**config.mk**
```make
export PLATFORM = sky130hd
export DESIGN_NAME = positional_insert_delete_buffer_top_flat
export DESIGN_NICKNAME = d
export VERILOG_FILES = /design/src/design/pidb_pkg.sv /design/src/design/pidb_if.sv /design/src/design/positional_insert_delete_buffer_top.sv /design/src/design/pidb_cell.sv /design/src/flat_wrapper.sv
export SDC_FILE = /design/constraint.sdc
export NUM_CORES = 1
export LEC_CHECK = 0
export BUFFER_PORTS_ARGS = -buffer_cell sky130_fd_sc_hd__buf_2
export CORE_MARGIN = 4
export CORE_UTILIZATION = 55
export DETAILED_ROUTE_END_ITERATION = 16
export PLACE_DENSITY = 0.71
export SLEW_MARGIN = 20
export SYNTH_ARGS = -nofsm -noshare
export SYNTH_HDL_FRONTEND = slang
export SYNTH_SLANG_ARGS = --single-unit
```
**constraint.sdc**
```tcl
create_clock -name clk -period 5.09 [get_ports clk]
set_input_delay 0.2545 -clock clk [delete_from_list [all_inputs] [get_ports clk]]
set_output_delay 0.2545 -clock clk [all_outputs]
set_load 0.005 [all_outputs]
```
**src/design/pidb_pkg.sv**
```systemverilog
`timescale 1ns / 1ps

package pidb_pkg;

	// request opcodes
	typedef enum logic [1:0] {
		OP_APPEND = 2'd0,
		OP_INSERT = 2'd1,
		OP_DELETE = 2'd2,
		OP_READ   = 2'd3
	} op_t;

	// command broadcast to every cell of the row
	typedef struct packed {
		logic ins;
		logic del;
	} cell_cmd_t;

	localparam int unsigned POS_W   = 7;
	localparam int unsigned BYTE_W  = 8;
	localparam int unsigned COUNT_W = 7;
	localparam int unsigned GROUP   = 8;

endpackage

```
**src/design/pidb_if.sv**
```systemverilog
`timescale 1ns / 1ps

// request word
interface pidb_req_if;
	logic                         valid;
	logic                         ready;
	logic [1:0]                   opcode;
	logic [pidb_pkg::POS_W-1:0]   position;
	logic [pidb_pkg::BYTE_W-1:0]  char_in;

	modport source (output valid, opcode, position, char_in, input ready);
	modport sink   (input valid, opcode, position, char_in, output ready);
endinterface

// result word
interface pidb_rsp_if;
	logic                          valid;
	logic                          ready;
	logic                          accepted;
	logic [pidb_pkg::BYTE_W-1:0]   char_out;
	logic [pidb_pkg::COUNT_W-1:0]  fill_count;

	modport source (output valid, accepted, char_out, fill_count, input ready);
	modport sink   (input valid, accepted, char_out, fill_count, output ready);
endinterface

```
**src/design/positional_insert_delete_buffer_top.sv**
```systemverilog
`timescale 1ns / 1ps
// path: a result word passes the stage 1 register and then the output register once its request word is taken
// throughput: one request word per cycle while req.ready is high; the cell row shifts every entry
// at or above the position at once, and the read path is a two-level registered or-tree over the cells
// reset: arst_n clears the fill count and the valid flags; entry bytes are left as they are
// and only positions below the fill count are ever read

module positional_insert_delete_buffer_top #(
	parameter int unsigned CAPACITY = 64
) (
	input  logic             clk,
	input  logic             arst_n,
	pidb_req_if.sink         req,
	pidb_rsp_if.source       rsp
);

	// count holds 0..CAPACITY
	localparam int unsigned CNT_W  = $clog2(CAPACITY + 1);
	// compare width covers both the count and the 7-bit position
	localparam int unsigned CMP_W  = (CNT_W > pidb_pkg::POS_W) ? CNT_W : pidb_pkg::POS_W;
	localparam int unsigned NGRP   = (CAPACITY + pidb_pkg::GROUP - 1) / pidb_pkg::GROUP;
	localparam logic [CMP_W-1:0] CAP_C = CMP_W'(CAPACITY);

	localparam int unsigned BW = pidb_pkg::BYTE_W;

	// fill count
	logic [CNT_W-1:0] count_q;
	logic [CMP_W-1:0] cnt_ext;
	logic [CMP_W-1:0] pos_ext;
	logic [CMP_W-1:0] pos_eff;

	// decode of the incoming word
	logic             take;
	logic             not_full;
	logic             pos_le_cnt;
	logic             pos_lt_cnt;
	logic             ok;
	logic             rd_ok;
	pidb_pkg::cell_cmd_t cmd;
	logic [CNT_W-1:0] count_nxt;

	// cell row
	logic [BW-1:0] cell_data [CAPACITY];
	logic [BW-1:0] cell_sel  [CAPACITY];

	// stage 1: group or-reduction of the selected byte
	logic              valid_s1;
	logic              ok_s1;
	logic              rd_s1;
	logic [pidb_pkg::COUNT_W-1:0] cnt_s1;
	logic [BW-1:0]     grp_s1 [NGRP];
	logic [BW-1:0]     grp_or [NGRP];
	logic [BW-1:0]     all_or;

	// output register
	logic              out_valid_q;
	logic              accepted_q;
	logic [BW-1:0]     char_q;
	logic [pidb_pkg::COUNT_W-1:0] fill_q;

	logic              adv_out;
	logic              adv_s1;

	assign cnt_ext    = CMP_W'(count_q);
	assign pos_ext    = CMP_W'(req.position);
	assign not_full   = (cnt_ext < CAP_C);
	assign pos_le_cnt = (pos_ext <= cnt_ext);
	assign pos_lt_cnt = (pos_ext < cnt_ext);

	// pipeline flow: the output register frees stage 1, stage 1 frees the input
	assign adv_out   = !out_valid_q || rsp.ready;
	assign adv_s1    = !valid_s1 || adv_out;
	assign req.ready = adv_s1;
	assign take      = req.valid && req.ready;

	// request decode; append is an insert at the fill count
	always_comb begin
		cmd       = '0;
		ok        = 1'b0;
		rd_ok     = 1'b0;
		pos_eff   = pos_ext;
		count_nxt = count_q;
		unique case (pidb_pkg::op_t'(req.opcode))
			pidb_pkg::OP_APPEND: begin
				pos_eff = cnt_ext;
				ok      = not_full;
				cmd.ins = take && not_full;
				if (not_full) begin
					count_nxt = count_q + CNT_W'(1);
				end
			end
			pidb_pkg::OP_INSERT: begin
				ok      = not_full && pos_le_cnt;
				cmd.ins = take && ok;
				if (ok) begin
					count_nxt = count_q + CNT_W'(1);
				end
			end
			pidb_pkg::OP_DELETE: begin
				ok      = pos_lt_cnt;
				cmd.del = take && ok;
				if (ok) begin
					count_nxt = count_q - CNT_W'(1);
				end
			end
			pidb_pkg::OP_READ: begin
				ok    = pos_lt_cnt;
				rd_ok = pos_lt_cnt;
			end
			default: begin
				ok = 1'b0;
			end
		endcase
	end

	always_ff @(posedge clk or negedge arst_n) begin
		if (!arst_n) begin
			count_q <= '0;
		end else if (take) begin
			count_q <= count_nxt;
		end
	end

	// row of cells, each one talks to its neighbors; the end cells see zero past the row edge
	for (genvar i = 0; i < CAPACITY; i++) begin : g_cell
		logic [BW-1:0] left_d;
		logic [BW-1:0] right_d;

		if (i == 0) begin : g_first
			assign left_d = '0;
		end else begin : g_mid_l
			assign left_d = cell_data[i-1];
		end

		if (i == CAPACITY - 1) begin : g_last
			assign right_d = '0;
		end else begin : g_mid_r
			assign right_d = cell_data[i+1];
		end

		pidb_cell #(
			.IDX_W (CMP_W),
			.INDEX (i)
		) u_cell (
			.clk        (clk),
			.cmd        (cmd),
			.pos        (pos_eff),
			.char_in    (req.char_in),
			.left_data  (left_d),
			.right_data (right_d),
			.data       (cell_data[i]),
			.sel_data   (cell_sel[i])
		);
	end

	// first level of the read tree: or over groups of cells
	always_comb begin
		for (int g = 0; g < NGRP; g++) begin
			grp_or[g] = '0;
			for (int k = 0; k < pidb_pkg::GROUP; k++) begin
				if (g * pidb_pkg::GROUP + k < CAPACITY) begin
					grp_or[g] = grp_or[g] | cell_sel[g * pidb_pkg::GROUP + k];
				end
			end
		end
	end

	always_ff @(posedge clk or negedge arst_n) begin
		if (!arst_n) begin
			valid_s1 <= 1'b0;
		end else if (adv_s1) begin
			valid_s1 <= take;
		end
	end

	// stage 1 payload
	always_ff @(posedge clk) begin
		if (take) begin
			ok_s1  <= ok;
			rd_s1  <= rd_ok;
			cnt_s1 <= pidb_pkg::COUNT_W'(count_nxt);
			for (int g = 0; g < NGRP; g++) begin
				grp_s1[g] <= grp_or[g];
			end
		end
	end

	// second level of the read tree
	always_comb begin
		all_or = '0;
		for (int g = 0; g < NGRP; g++) begin
			all_or = all_or | grp_s1[g];
		end
	end

	always_ff @(posedge clk or negedge arst_n) begin
		if (!arst_n) begin
			out_valid_q <= 1'b0;
		end else if (adv_out) begin
			out_valid_q <= valid_s1;
		end
	end

	// output payload; a refused or non-read word gives a zero byte
	always_ff @(posedge clk) begin
		if (adv_out && valid_s1) begin
			accepted_q <= ok_s1;
			char_q     <= rd_s1 ? all_or : '0;
			fill_q     <= cnt_s1;
		end
	end

	assign rsp.valid      = out_valid_q;
	assign rsp.accepted   = accepted_q;
	assign rsp.char_out   = char_q;
	assign rsp.fill_count = fill_q;

endmodule

```
**src/design/pidb_cell.sv**
```systemverilog
`timescale 1ns / 1ps

module pidb_cell #(
	parameter int unsigned IDX_W = 7,
	parameter int unsigned INDEX = 0
) (
	input  logic                         clk,
	input  pidb_pkg::cell_cmd_t          cmd,
	input  logic [IDX_W-1:0]             pos,
	input  logic [pidb_pkg::BYTE_W-1:0]  char_in,
	input  logic [pidb_pkg::BYTE_W-1:0]  left_data,
	input  logic [pidb_pkg::BYTE_W-1:0]  right_data,
	output logic [pidb_pkg::BYTE_W-1:0]  data,
	output logic [pidb_pkg::BYTE_W-1:0]  sel_data
);

	localparam logic [IDX_W-1:0] MY_IDX = IDX_W'(INDEX);

	logic [pidb_pkg::BYTE_W-1:0] data_q;
	logic                        at_pos;
	logic                        above_pos;

	assign at_pos    = (MY_IDX == pos);
	assign above_pos = (MY_IDX > pos);

	// payload only, no reset needed
	always_ff @(posedge clk) begin
		if (cmd.ins) begin
			if (at_pos) begin
				data_q <= char_in;
			end else if (above_pos) begin
				data_q <= left_data;
			end
		end else if (cmd.del) begin
			if (at_pos || above_pos) begin
				data_q <= right_data;
			end
		end
	end

	assign data     = data_q;
	assign sel_data = at_pos ? data_q : '0;

endmodule
```
**src/flat_wrapper.sv**
```systemverilog
// flat-port wrapper written by rule: the top's interface ports become plain ports
module positional_insert_delete_buffer_top_flat 
#(
	parameter int unsigned CAPACITY = 64
)
  (clk, arst_n, req_valid, req_opcode, req_position, req_char_in, req_ready, rsp_valid, rsp_accepted, rsp_char_out, rsp_fill_count, rsp_ready);
  pidb_req_if req_i ();
  pidb_rsp_if rsp_i ();
  input  logic clk;
  input  logic arst_n;
  input wire logic [$bits(req_i.valid)-1:0] req_valid;
  input wire logic [$bits(req_i.opcode)-1:0] req_opcode;
  input wire logic [$bits(req_i.position)-1:0] req_position;
  input wire logic [$bits(req_i.char_in)-1:0] req_char_in;
  output wire logic [$bits(req_i.ready)-1:0] req_ready;
  output wire logic [$bits(rsp_i.valid)-1:0] rsp_valid;
  output wire logic [$bits(rsp_i.accepted)-1:0] rsp_accepted;
  output wire logic [$bits(rsp_i.char_out)-1:0] rsp_char_out;
  output wire logic [$bits(rsp_i.fill_count)-1:0] rsp_fill_count;
  input wire logic [$bits(rsp_i.ready)-1:0] rsp_ready;
  assign req_i.valid = req_valid;
  assign req_i.opcode = req_opcode;
  assign req_i.position = req_position;
  assign req_i.char_in = req_char_in;
  assign req_ready = req_i.ready;
  assign rsp_valid = rsp_i.valid;
  assign rsp_accepted = rsp_i.accepted;
  assign rsp_char_out = rsp_i.char_out;
  assign rsp_fill_count = rsp_i.fill_count;
  assign rsp_i.ready = rsp_ready;
  positional_insert_delete_buffer_top #(.CAPACITY(CAPACITY)) u_core (.clk(clk), .arst_n(arst_n), .req(req_i), .rsp(rsp_i));
endmodule
```
Word level (Yosys, flattened, before mapping)
Memory sizes are Yosys's and may differ from the RTL's. Cells that the tools add are included.

Shift-type cells: 0. Divide/modulo/power cells: 0. Add/sub/neg operators: 2. Multiplexer cells: 394. Reductions and logical operators: 206. Multiply operators: 0. Eq/ne operators: 130. Order comparisons: 67. Bitwise logic cells: 63.

Operators by type and width (count): $mux 8 (384); $or 8x8->8 (63); $eq 6x7->1 const A (32); $gt 6x7->1 const A (32); $ne 3x3->1 const B (64); $reduce_and 3->1 (64); $reduce_bool 2->1 (65); $eq 5x7->1 const A (16); $gt 5x7->1 const A (16); $logic_or 1x1->1 (66); $eq 4x7->1 const A (8); $gt 4x7->1 const A (8); $eq 3x7->1 const A (4); $gt 3x7->1 const A (4); $mux 7 (4); $pmux 7 s3 (1); $eq 2x7->1 const A (2); $gt 1x7->1 const A (2); $gt 2x7->1 const A (2); $add 7x1->7 const B (1); $eq 1x7->1 const A (1); $le 7x7->1 (1); $logic_not 7->1 (1); $lt 7x7->1 (1); 11 further kinds (20).

RAM bits: 64. Output and inout bits: 18. Input port bits: 21. Bits in latches: 0. Word-level logic and storage cells: 936. Bits in read-only memories: 0. Bits in registers: 546. Memories kept: 1.

Memory list: u_core.grp_s1 (words 8, bits a word 8, read ports 8, clocked after memory_dff 0, write ports 8, line positional_insert_delete_buffer_top.sv:51) `logic [BW-1:0] grp_s1 [NGRP];`.

Logic depth before layout (Yosys ltp)
Depth in word-level cells: 11. Mapped depth: 15. Gate-level depth less buffers: 10.

Worst setup path after synthesis
Ideal clock, no wire load.

Path type: reg-to-reg. Start point: register u_core.count_q[2], in the netlist u_core.cnt_ext[2]. End point: register u_core.g_cell[0].u_cell.data_q, in the netlist u_core.g_cell[0].u_cell.data[0] (enable). Stages on the path, launching flop included: 12. Data required time: 4.707 ns. Setup time: 0.383 ns. Setup slack: 1.574 ns. Buffers on the path: 3. Arrival time: 3.132 ns. Clock period less this slack: 3.516 ns. Cells stage by stage: dfrtp_1 > buf_2 > buf_2 > clkinv_1 > ha_1 > a21oi_1 > a21oi_1 > clkbuf_1 > o32ai_1 > nand3_1 > or2_1 > nor3_1.

Longest elaborated chain between the ends: 6. Elaborated cells on any way between the ends: 17. Classes of those cells: order compare (4); eq/ne (1); mux (3); reduce/logical (9).

RTL lines: start: declaration (line positional_insert_delete_buffer_top.sv:27) `logic [CNT_W-1:0] count_q;`; start signal: assignment (line positional_insert_delete_buffer_top.sv:120) `count_q <= count_nxt;`; $lt 7x7->1 or $le 7x7->1 (tied branches) (line positional_insert_delete_buffer_top.sv:66, positional_insert_delete_buffer_top.sv:67); $logic_and 1x1->1 (line positional_insert_delete_buffer_top.sv:93) `ok = not_full && pos_le_cnt;`; $logic_and 1x1->1 (line positional_insert_delete_buffer_top.sv:94) `cmd.ins = take && ok;`; $pmux 1 s2 (line positional_insert_delete_buffer_top.sv:83) `unique case (pidb_pkg::op_t'(req.opcode))`; $ne 3x3->1 (no source line) or $reduce_bool 2->1 (tied branches); $reduce_and 3->1 (no source line) *; end signal: assignment (line pidb_cell.sv:30) `data_q <= char_in;`; end signal: assignment (line pidb_cell.sv:32) `data_q <= left_data;`; end signal: assignment (line pidb_cell.sv:36) `data_q <= right_data;`; end: declaration (line pidb_cell.sv:19) `logic [pidb_pkg::BYTE_W-1:0] data_q;`.

Mark *: on every way between the ends. The rest lies on a longest branch, timed or not. A chain may end at the register's enable or synchronous reset.

Final worst setup path
Start point: register u_core.count_q[2], in the netlist u_core.cnt_ext[2]. End point: register u_core.g_cell[59].u_cell.data_q, in the netlist u_core.g_cell[59].u_cell.data[1] (data pin).

Longest elaborated chain between the ends: 5. Elaborated cells on any way between the ends: 10. Classes of those cells: order compare (2); eq/ne (1); mux (4); reduce/logical (3).

RTL lines: $lt 7x7->1 or $le 7x7->1 (tied branches) (line positional_insert_delete_buffer_top.sv:66, positional_insert_delete_buffer_top.sv:67); $logic_and 1x1->1 (line positional_insert_delete_buffer_top.sv:93); $logic_and 1x1->1 (line positional_insert_delete_buffer_top.sv:94); $pmux 1 s2 (line positional_insert_delete_buffer_top.sv:83); $mux 8 * (line pidb_cell.sv:28) `if (cmd.ins) begin`; end signal: assignment (line pidb_cell.sv:30); end signal: assignment (line pidb_cell.sv:32); end signal: assignment (line pidb_cell.sv:36); end: declaration (line pidb_cell.sv:19).

Marks and branches as above.

==> results.toml <==
[outcome]
status = "completed"

[floorplan]
io_pins = 39
die_y_um = 260
core_area_um2 = 62900
design.die.area_um2 = 67400
num_rows = 92
initial_core_util_pct = 55.4
die_w_um = 260

[finish]
multi_input_area_um2 = 15100
nets = 3204
synthToLayoutAreaGrowth_pct = 8.74
regArea_um2 = 18300
post-route-util_pct = 60.3
fill_cells = 5132
drive_gt1_share_pct = 10.6

[power_and_ir_drop]
p_per_area_nw_per_um2 = 338
seq_power_share_pct = 47.3
switching_share_pct = 28.0
clockPowerShare_pct = 37.8
p_switching_mw = 3.59
pwr-share-comb_pct = 14.9
internal_power_mw = 9.23
ir_drop_mv = 0.231
p_leak_nw = 13.0

[routing]
drt-initial-drc-count = 4260
wl_per_cell_um = 25.0
wl_um = 102000
vias = 27000
drcViolationCount = 0
dr.pass1.iters = 7
viasPerCell = 6.64
antenna_left = 0

[placement]
gp_congestion = 0.929
dp_hpwl_um = 67300
io_buffers = 38

[setup_path]
worstPathArrival_ps = 4740
crit_type = "register to register"
critPathLaunch = "u_core.cnt_ext[2]$_DFFE_PN0P_"
cp-end-kind = "register"
r2r_start = "u_core.cnt_ext[2]$_DFFE_PN0P_"
rrSetupSlack_ps = 690
critPathRequiredTime_ps = 5430
start_kind = "register"
endpoint = "u_core.g_cell[59].u_cell.data[1]$_DFFE_PP_"
r2r_cells = 9
rr_endpoint = "u_core.g_cell[59].u_cell.data[1]$_DFFE_PP_"
path_max_fanout = 174

[timing]
finClkSkew_ps = 30.7
setup_viol = 0
rsz0062_at_grt = "false"
min_period_over_period_pct = 86.5
fmax_mhz = 227
slew_viol_final = 0
fin_crit_ps = 4400
relSlewSlack_pct = 25.5
tightest_slew_ps = 1120
setup_tns_ps = 0
hold_violations = 0

[synthesis]
synth_area_per_cell_um2 = 10.8
synth_area_leaders = "edfxtp_1, mux2i_1, nand2_1, o21ai_0, a222oi_1"
ys_types = 85
synth_nets = 3254
synth_ff_type = "edfxtp_1"
syn_inst = 3223
netlist_area_um2 = 34800
yosys_register_bits = 610
synth.top_cell.area_share_pct = 51.8
synth_edf_count = 601
synth_area_leader_cell = "edfxtp_1"
yosys_warnings = 0
yosysSeqAreaShare_pct = 52.4
async_flop_share_pct = 1.48

[clocking]
cts_tree = "built"
clkTransAtPathRegs_ps = 60
cts-root-buf = "clkbuf_16"
cts_setup_buffers = 0
cts_made_buffers = 68
cts_sinks = 610
cts_buffer_depth = 3
htreeDepth = 3
clock_latency_ps = 620

[global_route]
antenna_found_initial = 5
first_global_vias = 25400
grt_max_degree = 175
grt_pass1_wl_um = 155000
grt_use_total_pct = 29.4
grt-ovfl-total = 0

[flow_run]
maxCapViolations = 0

[worst_hold_path]
hold_class = "input pin to asynchronous set/reset pin"
-- sequential cells by signal (all words and copies together) (netlist names) --
register / count
u_core.valid_s1: 1
u_core.grp_s1: 64
u_core.g_cell.u_cell.data: 512
u_core.ok_s1: 1
u_core.rd_s1: 1
u_core.rsp.accepted: 1
u_core.rsp.char_out: 8
u_core.cnt_s1: 7
u_core.rsp.valid: 1
u_core.cnt_ext: 7
u_core.rsp.fill_count: 7
-- cells in the final DEF, fill, tap and decap left out, types with 18 or more instances in the layout --
master,count
nor2_1,73
o21ai_0,417
nor4_4,24
nor4_1,22
clkbuf_1,19
buf_2,38
a22o_1,48
mux2i_1,475
buf_4,111
nand3_1,49
a222oi_1,64
a21oi_1,84
a31oi_1,29
clkbuf_16,69
o21ai_1,72
a22oi_1,69
nor3_4,18
nand2_1,648
edfxtp_1,601
nand4_1,31
-- stage by stage --
stage / power, mW / cells / cell area [um^2] / hold WS, ps / setup slack (ps)
3_3_place_gp: 7.94 / 3941 / 35600 / 137 / 1010
2_1_floorplan: 7.40 / 3223 / 34800 / -41.1 / 1570
4_1_cts: 12.8 / 4065 / 37800 / 27.1 / 877
6_report: 12.8 / 4071 / 37900 / 55.5 / 688
5_1_grt: 13.2 / 4070 / 37900 / 77.8 / 398
3_5_place_dp: 8.00 / 3942 / 35700 / 147 / 867
-- worst min-delay path by stage --
stage / startpoint / to / slack [ps]
floorplan: arst_n / u_core.cnt_ext[0]$_DFFE_PN0P_ / -40
global placement: arst_n / u_core.rsp.valid$_DFFE_PN0P_ / 140
detailed placement: arst_n / u_core.valid_s1$_DFFE_PN0N_ / 150
CTS: arst_n / u_core.cnt_ext[3]$_DFFE_PN0P_ / 30
global route: arst_n / u_core.cnt_ext[6]$_DFFE_PN0P_ / 80
finish: arst_n / u_core.cnt_ext[3]$_DFFE_PN0P_ / 60
-- cell usage after synthesis, drive strengths merged, types with 51 or more instances --
master,number
a21oi,86
a222oi,64
a22oi,69
buf,121
clkbuf,163
edfxtp,601
mux2i,476
nand2,652
nand3,51
nor2,85
o21ai,493
-- what timing repair did --
item                                   4_1_cts  5_1_grt
endpoints found under the hold margin       11        0
hold buffers                                 4        0
resized for setup                            0        0
-- area by class of cell --
cell class	count	share of cell area, %
antenna	3	0.0198
clock buffer	88	4.75
clock inverter	31	0.869
inverter	20	0.201
multi-input combinational	2309	39.8
sequential	610	48.2
tap	846	2.79
timing repair buffer	164	3.34
-- logic make-up (layout without fill, tap and decap cells) --
| kind of cell | Yosys count | after routing | synth area share, % |
|---|---|---|---|
| multiplexers | 477 | 477 | 13.7 |
| adder cells (fa/ha/maj) | 10 | 10 | 0.359 |
| other | 0 | 3 | 0 |
| XOR/XNOR | 6 | 6 | 0.151 |
| buffers and inverters | 304 | 303 | 4.38 |
| AO/OA/AOI/OAI | 872 | 872 | 15.5 |
| AND/OR/NAND/NOR | 944 | 944 | 13.5 |
| flip-flops | 610 | 610 | 52.4 |
-- routing by layer --
metal | vias to the layer above | global-route usage [%] | routed length (um)
li1 | 12100 | - | -
met1 | 13100 | 42.7 | 41700
met2 | 1651 | 43.6 | 44400
met3 | 268 | 5.43 | 11500
met4 | 4 | 12.2 | 4200
met5 | - | 0 | 24
-- worst max-delay path, cell delays in order, from the launching register on --
cell and delay, ps:
dfrtp_1 760, clkinv_1 410, ha_1 430, a21oi_1 80, a21oi_1 630, o211ai_1 260
buf_4 270, nand3_4 410, buf_12 520, o21ai_0 210
-- power by group through the flow --
stage / combinational, mW / sequential, mW / clock, mW
4_1_cts: 1.86 / 6.05 / 4.90
6_report: 1.91 / 6.06 / 4.85
3_5_place_dp: 1.85 / 6.15 / 0
3_3_place_gp: 1.80 / 6.14 / 0
5_1_grt: 2.07 / 6.07 / 5.08
2_1_floorplan: 1.36 / 6.04 / 0
Power figures use the tool's default switching activity.
